$ cat src/rtl/mfsd_pkg.sv
// mfsd_pkg: shared constants and payload types for the marker framed sample deframer
// used by the channel interfaces and the top level; no dependencies
package mfsd_pkg;

  localparam int COUNT_BITS     = 32;
  localparam int NUM_WORDS      = 3;
  localparam int WORD_BITS      = 32;
  localparam int WORD_IDX_BITS  = $clog2(NUM_WORDS + 1);
  localparam int MARKER_BITS    = 8;
  localparam int CFG_INDEX_BITS = 2;

  localparam logic CMD_BYTE = 1'b0;
  localparam logic CMD_READ = 1'b1;

  typedef struct packed {
    logic                   cmd;
    logic [MARKER_BITS-1:0] data_byte;
  } in_item_t;

  typedef struct packed {
    logic                  frame_ready;
    logic                  frame_taken;
    logic [WORD_BITS-1:0]  time_word;
    logic [WORD_BITS-1:0]  eye_x_word;
    logic [WORD_BITS-1:0]  eye_y_word;
    logic [COUNT_BITS-1:0] frames_total;
    logic [COUNT_BITS-1:0] sync_error_total;
    logic [COUNT_BITS-1:0] overrun_total;
  } out_item_t;

endpackage

$ cat src/rtl/mfsd_in_if.sv
// mfsd_in_if: valid/ready channel carrying bytes and read requests
// depends on mfsd_pkg
interface mfsd_in_if;
  logic               valid;
  logic               ready;
  mfsd_pkg::in_item_t data;

  modport source (output valid, output data, input ready);
  modport sink (input valid, input data, output ready);
endinterface

$ cat src/rtl/mfsd_out_if.sv
// mfsd_out_if: valid/ready channel carrying one status result per transaction
// depends on mfsd_pkg
interface mfsd_out_if;
  logic                valid;
  logic                ready;
  mfsd_pkg::out_item_t data;

  modport source (output valid, output data, input ready);
  modport sink (input valid, input data, output ready);
endinterface

$ cat src/rtl/marker_framed_sample_deframer.sv
// marker_framed_sample_deframer: byte stream deframer with start and end markers
// depends on mfsd_pkg, mfsd_in_if and mfsd_out_if
//
// usage
//   req carries one transaction per item: cmd 0 delivers a received byte,
//   cmd 1 asks to take the latched frame. rsp returns exactly one status
//   result per request transaction: ready and taken flags, the three latched
//   words and the frame, sync error and overrun counters.
//   a frame is two start markers, twelve data bytes (three words, low byte
//   first) and two end markers; the marker values are set through the
//   cfg_we / cfg_index / cfg_data write port, by the user only while the
//   block is idle; the block does not enforce it. the result appears on
//   rsp in the cycle after the request is taken. throughput: one request
//   per cycle while rsp is not stalled; frame state and output move together.
//   stall: req.ready follows rsp, a request is taken when the output
//   register is empty or its result is taken in the same cycle; while the
//   receiver holds rsp.ready low, the result holds and req is stalled.
//   reset: synchronous rst returns markers to 1, 2, 3, 4, clears the words,
//   counters and ready flag, and starts hunting for the first start marker.
module marker_framed_sample_deframer (
  input  logic                               clk,
  input  logic                               rst,
  mfsd_in_if.sink                            req,
  mfsd_out_if.source                         rsp,
  input  logic                               cfg_we,
  input  logic [mfsd_pkg::CFG_INDEX_BITS-1:0] cfg_index,
  input  logic [mfsd_pkg::MARKER_BITS-1:0]    cfg_data
);

  localparam logic [2:0] PH_HUNT_A  = 3'd0;
  localparam logic [2:0] PH_START_B = 3'd1;
  localparam logic [2:0] PH_DATA    = 3'd2;
  localparam logic [2:0] PH_END_A   = 3'd3;
  localparam logic [2:0] PH_END_B   = 3'd4;

  localparam logic [mfsd_pkg::CFG_INDEX_BITS-1:0] REG_START_A = 2'd0;
  localparam logic [mfsd_pkg::CFG_INDEX_BITS-1:0] REG_START_B = 2'd1;
  localparam logic [mfsd_pkg::CFG_INDEX_BITS-1:0] REG_END_A   = 2'd2;
  localparam logic [mfsd_pkg::CFG_INDEX_BITS-1:0] REG_END_B   = 2'd3;

  localparam logic [mfsd_pkg::WORD_IDX_BITS-1:0] LAST_WORD =
    mfsd_pkg::WORD_IDX_BITS'(mfsd_pkg::NUM_WORDS - 1);

  logic [mfsd_pkg::MARKER_BITS-1:0] start_marker_a;
  logic [mfsd_pkg::MARKER_BITS-1:0] start_marker_b;
  logic [mfsd_pkg::MARKER_BITS-1:0] end_marker_a;
  logic [mfsd_pkg::MARKER_BITS-1:0] end_marker_b;

  logic [2:0]                              phase, phase_next;
  logic [1:0]                              byte_in_word, byte_in_word_next;
  logic [mfsd_pkg::WORD_IDX_BITS-1:0]      word_index, word_index_next;
  logic [mfsd_pkg::WORD_IDX_BITS-1:0]      widx;
  logic [mfsd_pkg::WORD_BITS-1:0]          assembly [mfsd_pkg::NUM_WORDS];
  logic [mfsd_pkg::WORD_BITS-1:0]          assembly_next [mfsd_pkg::NUM_WORDS];
  logic [mfsd_pkg::WORD_BITS-1:0]          latched [mfsd_pkg::NUM_WORDS];
  logic [mfsd_pkg::WORD_BITS-1:0]          latched_next [mfsd_pkg::NUM_WORDS];
  logic                                    ready_flag, ready_flag_next;
  logic                                    taken, taken_next;
  logic [mfsd_pkg::COUNT_BITS-1:0]         frame_counter, frame_counter_next;
  logic [mfsd_pkg::COUNT_BITS-1:0]         sync_counter, sync_counter_next;
  logic [mfsd_pkg::COUNT_BITS-1:0]         overrun_counter, overrun_counter_next;
  logic                                    rsp_valid;
  logic                                    accept;
  logic [mfsd_pkg::MARKER_BITS-1:0]        b;

  assign req.ready = !rsp_valid || rsp.ready;
  assign accept    = req.valid && req.ready;
  assign b         = req.data.data_byte;
  assign widx      = (word_index > LAST_WORD) ? '0 : word_index;

  always_comb begin
    phase_next           = phase;
    byte_in_word_next    = byte_in_word;
    word_index_next      = word_index;
    assembly_next        = assembly;
    latched_next         = latched;
    ready_flag_next      = ready_flag;
    taken_next           = 1'b0;
    frame_counter_next   = frame_counter;
    sync_counter_next    = sync_counter;
    overrun_counter_next = overrun_counter;
    if (req.data.cmd == mfsd_pkg::CMD_READ) begin
      if (ready_flag) begin
        taken_next      = 1'b1;
        ready_flag_next = 1'b0;
      end
    end else begin
      case (phase)
        PH_START_B: begin
          if (b != start_marker_b) begin
            sync_counter_next = sync_counter + mfsd_pkg::COUNT_BITS'(1);
            phase_next        = PH_HUNT_A;
          end else begin
            phase_next = PH_DATA;
          end
        end
        PH_DATA: begin
          assembly_next[widx][{byte_in_word, 3'b000} +: 8] = b;
          byte_in_word_next = byte_in_word + 2'd1;
          word_index_next   = widx;
          if (byte_in_word == 2'd3) begin
            if (widx == LAST_WORD) begin
              word_index_next = '0;
              phase_next      = PH_END_A;
            end else begin
              word_index_next = widx + mfsd_pkg::WORD_IDX_BITS'(1);
            end
          end
        end
        PH_END_A: begin
          if (b != end_marker_a) begin
            sync_counter_next = sync_counter + mfsd_pkg::COUNT_BITS'(1);
            phase_next        = PH_HUNT_A;
          end else begin
            phase_next = PH_END_B;
          end
        end
        PH_END_B: begin
          phase_next = PH_HUNT_A;
          if (b != end_marker_b) begin
            sync_counter_next = sync_counter + mfsd_pkg::COUNT_BITS'(1);
          end else begin
            if (ready_flag) begin
              overrun_counter_next = overrun_counter + mfsd_pkg::COUNT_BITS'(1);
            end
            frame_counter_next = frame_counter + mfsd_pkg::COUNT_BITS'(1);
            ready_flag_next    = 1'b1;
            latched_next       = assembly;
          end
        end
        default: begin
          if (b != start_marker_a) begin
            sync_counter_next = sync_counter + mfsd_pkg::COUNT_BITS'(1);
            phase_next        = PH_HUNT_A;
          end else begin
            phase_next        = PH_START_B;
            byte_in_word_next = '0;
            word_index_next   = '0;
          end
        end
      endcase
    end
  end

  always_ff @(posedge clk) begin
    if (rst) begin
      start_marker_a <= 8'd1;
      start_marker_b <= 8'd2;
      end_marker_a   <= 8'd3;
      end_marker_b   <= 8'd4;
    end else if (cfg_we) begin
      case (cfg_index)
        REG_START_A: start_marker_a <= cfg_data;
        REG_START_B: start_marker_b <= cfg_data;
        REG_END_A:   end_marker_a   <= cfg_data;
        REG_END_B:   end_marker_b   <= cfg_data;
        default: ;
      endcase
    end
  end

  always_ff @(posedge clk) begin
    if (rst) begin
      phase           <= PH_HUNT_A;
      byte_in_word    <= '0;
      word_index      <= '0;
      assembly        <= '{default: '0};
      latched         <= '{default: '0};
      ready_flag      <= 1'b0;
      taken           <= 1'b0;
      frame_counter   <= '0;
      sync_counter    <= '0;
      overrun_counter <= '0;
      rsp_valid       <= 1'b0;
    end else begin
      if (accept) begin
        phase           <= phase_next;
        byte_in_word    <= byte_in_word_next;
        word_index      <= word_index_next;
        assembly        <= assembly_next;
        latched         <= latched_next;
        ready_flag      <= ready_flag_next;
        taken           <= taken_next;
        frame_counter   <= frame_counter_next;
        sync_counter    <= sync_counter_next;
        overrun_counter <= overrun_counter_next;
        rsp_valid       <= 1'b1;
      end else if (rsp.ready) begin
        rsp_valid <= 1'b0;
      end
    end
  end

  // result fields follow the state, which only moves when a request is accepted
  assign rsp.valid                 = rsp_valid;
  assign rsp.data.frame_ready      = ready_flag;
  assign rsp.data.frame_taken      = taken;
  assign rsp.data.time_word        = latched[0];
  assign rsp.data.eye_x_word       = latched[1];
  assign rsp.data.eye_y_word       = latched[2];
  assign rsp.data.frames_total     = frame_counter;
  assign rsp.data.sync_error_total = sync_counter;
  assign rsp.data.overrun_total    = overrun_counter;

`ifndef NO_ASSERTIONS
  a_taken_clears_ready: assert property (@(posedge clk) disable iff (rst)
    rsp_valid && taken |-> !ready_flag)
    else $error("frame taken while ready flag still set");

  a_overrun_with_frame: assert property (@(posedge clk) disable iff (rst)
    !$past(rst) && (overrun_counter != $past(overrun_counter))
      |-> (frame_counter != $past(frame_counter)))
    else $error("overrun counted without a completed frame");

  a_state_holds_on_stall: assert property (@(posedge clk) disable iff (rst)
    !$past(rst) && !$past(accept)
      |-> $stable(frame_counter) && $stable(sync_counter) && $stable(ready_flag))
    else $error("frame state moved without an accepted transaction");

  a_result_held: assert property (@(posedge clk) disable iff (rst)
    rsp_valid && !rsp.ready |=> rsp_valid && $stable(rsp.data))
    else $error("pending result dropped or changed");
`endif

endmodule

$ cat src/flat_wrapper.sv
// flat-port wrapper written by rule: the top's interface ports become plain ports
module marker_framed_sample_deframer_flat 
  (clk, rst, cfg_we, cfg_index, cfg_data, req_valid, req_data, req_ready, rsp_valid, rsp_data, rsp_ready);
  mfsd_in_if req_i ();
  mfsd_out_if rsp_i ();
  input  logic clk;
  input  logic rst;
  input  logic cfg_we;
  input  logic [mfsd_pkg::CFG_INDEX_BITS-1:0] cfg_index;
  input  logic [mfsd_pkg::MARKER_BITS-1:0] cfg_data;
  input wire logic [$bits(req_i.valid)-1:0] req_valid;
  input wire logic [$bits(req_i.data)-1:0] req_data;
  output wire logic [$bits(req_i.ready)-1:0] req_ready;
  output wire logic [$bits(rsp_i.valid)-1:0] rsp_valid;
  output wire logic [$bits(rsp_i.data)-1:0] rsp_data;
  input wire logic [$bits(rsp_i.ready)-1:0] rsp_ready;
  assign req_i.valid = req_valid;
  assign req_i.data = req_data;
  assign req_ready = req_i.ready;
  assign rsp_valid = rsp_i.valid;
  assign rsp_data = rsp_i.data;
  assign rsp_i.ready = rsp_ready;
  marker_framed_sample_deframer u_core (.clk(clk), .rst(rst), .req(req_i), .rsp(rsp_i), .cfg_we(cfg_we), .cfg_index(cfg_index), .cfg_data(cfg_data));
endmodule
$ cat config.mk
export PLATFORM = sky130hd
export DESIGN_NAME = marker_framed_sample_deframer_flat
export DESIGN_NICKNAME = d
export VERILOG_FILES = /design/src/rtl/mfsd_pkg.sv /design/src/rtl/mfsd_in_if.sv /design/src/rtl/mfsd_out_if.sv /design/src/rtl/marker_framed_sample_deframer.sv /design/src/flat_wrapper.sv
export SDC_FILE = /design/constraint.sdc
export NUM_CORES = 1
export LEC_CHECK = 0
export BUFFER_PORTS_ARGS = -buffer_cell sky130_fd_sc_hd__buf_2
export CORE_MARGIN = 4
export CORE_UTILIZATION = 56
export DETAILED_ROUTE_END_ITERATION = 6
export PLACE_DENSITY_LB_ADDON = 0.08
export RECOVER_POWER = 50
export SLEW_MARGIN = 20
export SYNTH_ARGS = -nofsm -noshare
export SYNTH_HDL_FRONTEND = slang
export SYNTH_SLANG_ARGS = --single-unit
$ cat constraint.sdc
create_clock -name clk -period 3.45 [get_ports clk]
set_input_delay 0.8625 -clock clk [delete_from_list [all_inputs] [get_ports clk]]
set_output_delay 0.8625 -clock clk [all_outputs]
set_load 0.05 [all_outputs]
==> out/qor.yml <==
outcome:
  status: "complete, but fails checks"
  violations: "capacitance limit, slew limit"
synthesis:
  synth_cells: 1578
  yosysWarnings: 0
  synth_area_um2: 13600
  yosysMostFrequentCell: "dfxtp_1"
  synth_nets: 1614
  synthTopCellsByCount: "330 x dfxtp_1, 275 x nand2_1, 185 x nor2_1"
  yosysUniqueCellTypes: 46
  synth_top_area_share_pct: 48.6
  synth_seq_cells: 330
  ys_async_sr_fraction_pct: 0
  ys_seq_area_share_pct: 48.6
  synth_edf_count: 0
  synthTopCellsByArea: "dfxtp_1 49%, mux2i_1 8.1%, nand2_1 7.6%, a21oi_1 5.5%, nor2_1 5.1%"
  yosys_most_used_dff: "dfxtp_1"
  yosysTopAreaCell: "dfxtp_1"
  syn_avg_cell_area_um2: 8.62
setup_path:
  cp_slowest_cell: "clkbuf_2"
  crit_chain: "clkbuf_2, clkbuf_1, nor2_1"
  crit_path_max_incr_delay_ns: 1.55
  worstPathRequired_ns: 3.81
  worst-path-stages: 3
  cp.arrival_ns: 3.25
  cp_top_family: "buffers and inverters"
  end_kind: "flip-flop"
  reg2reg_depth: 7
  critPathBufInv: 2
  cp-start-kind: "primary input"
  crit_path_max_fanout: 101
  crit_type: "in -> reg"
timing:
  fin_crit_sh_pct: 83.6
  setup_viol_count_final: 0
  slew_headroom_pct: -47.8
  finalHoldViolCount: 0
  setup_slack_ns: 0.566
  tightest_slew_ns: 2.22
  fin_crit_ns: 2.88
  slew_viol_final: 99
  clock_skew_ns: 0.0210
  rsz0062_at_grt: "no"
  fmax_ghz: 0.347
  tns_ns: 0
die:
  fp.dieH_um: 164
  die_x_um: 164
  ios: 220
  die-area_um2: 26800
  start_util_pct: 57.4
  rows: 56
  core_um2: 23700
global_route:
  antenna_found_initial: 4
  gr-total-overflow: 0
  grt_max_degree: 103
  grt_pass1_vias: 10800
  grt_first_pass_wirelength_um: 55000
  grt_use_total_pct: 24.8
cts:
  cts-hold-fix-buffers: 0
  cts_root_buffer: "clkbuf_16"
  post_cts_buffers: 0
  clock_path_buffers: 3
  htreeDepth: 2
  cts_tree: "done"
  clock_latency_ns: 0.51
  cts_buffers: 36
  cts.sinks: 330
  cts_resized: 0
  clkTransAtPathRegs_ns: 0.06
power:
  ir_drop_v: 0.000386
  power.total_mw: 8.12
  power.static_leakage_nw: 6.18
  power_density_nw_per_um2: 508
place:
  dpl.hpwl_um: 23100
  gp_congestion: 0.874
  dpl_worst_slack_ns: 0.178
  dp_cells: 2046
  io_buffers: 219
layout:
  area_growth_pct: 17.5
  final_cells: 2113
  nNetsFinal: 1801
  fillers: 2115
  drive_gt1_share_pct: 6.64
  final_util_pct: 67.5
min_path:
  hold_path.class: "reg -> reg"
  holdPathStages: 2
routing:
  drt_iter0_drc: 916
  drcViolationCount: 0
  drtPass1Iterations: 5
  wl_um: 34100
  ant_nets: 0
  vias: 11500
  vias_per_cell: 5.47
  drt-wirelength-per-cell_um: 16.2
flow_run:
  maxCapViolations: 1
==> cell type report <==
type | count | area (um2) | area share, %
flip-flops and latches | 330 | 6610 | 41.3
repair buffers | 247 | 1110 | 6.94
diodes | 3 | 7.51 | 0.0470
multi-input cells | 1129 | 6530 | 40.8
inverters | 21 | 78.8 | 0.493
well taps | 319 | 399 | 2.50
clock buffers | 51 | 1050 | 6.56
clock inverters | 13 | 209 | 1.31
==> tightest hold or removal path: cells and delay by family, from the launching register on <==
| kind | cells | cell delay, ns |
|---|---|---|
| AOI/OAI and AO/OA | 1 | 0.05 |
| and+or+nand+nor | 1 | 0.05 |
| DFF | 1 | 0.31 |
==> worst paths after layout <==
| kind | startpoint | slack [ns] | endpoint |
|---|---|---|---|
| setup / recovery | rst | 0.57 | u_core.frame_counter[16] |
| hold / removal | u_core.assembly[4] | 0.44 | u_core.rsp.data[100] |
| setup reg to reg | u_core.phase[2] | 0.64 | u_core.overrun_counter[26] |
| hold reg to reg | u_core.assembly[4] | 0.44 | u_core.rsp.data[100] |
==> layer usage <==
layer	vias up	track usage, %	wire length, um
li1	5761	-	-
met3	71	4.17	2030
met2	336	40.8	16000
met1	5378	33.3	15000
met5	-	0	12
met4	2	8.43	1040
==> cell usage in the layout (no fill, tap or decap), types with 3 or more instances in the layout <==
master	instances
diode_2	3
nor2_1	185
clkbuf_1	206
mux2_2	5
nand2_1	275
a21oi_1	150
nor3_1	19
buf_12	5
buf_4	19
nand4_1	37
nor2b_1	10
or4_1	31
and2_0	3
nor3b_1	7
inv_1	21
xor2_1	35
and3_1	22
buf_2	22
clkbuf_16	37
mux2i_1	110
dfxtp_1	330
or3_1	10
nand3b_1	4
clkbuf_8	7
and4_1	11
o21ai_0	12
bufinv_16	5
nand3_1	41
clkinvlp_4	3
o31ai_1	27
ha_1	12
xnor2_1	49
and2_1	34
nor4_1	20
a22oi_1	3
==> per-stage QoR <==
step,cell area [um2],hold WS (ns)
5_1_grt,16000,0.464
3_3_place_gp,15000,0.435
6_report,16000,0.439
4_1_cts,16200,0.445
3_5_place_dp,15000,0.442
2_1_floorplan,13600,0.436
==> state kept, by name, summed over array words and instances (netlist names), 32 cells and up <==
name / flops
u_core.rsp.data: 96
u_core.frame_counter: 32
u_core.overrun_counter: 32
u_core.sync_counter: 32
u_core.assembly: 96
==> power by group <==
part	internal, mW	total [mW]	switching, mW
logic	0.0806	0.255	0.175
registers	3.83	3.84	0.0143
clock network	2.50	4.02	1.52
==> cells by family after synthesis <==
kind of cell	share of synthesized area, %
flip-flops	48.6
buffers and inverters	3.48
multiplexers	8.51
XOR/XNOR	5.41
adder cells (fa/ha/maj)	1.10
AO/OA/AOI/OAI	8.19
AND/OR/NAND/NOR	24.7
(Power assumes the default switching activity.)
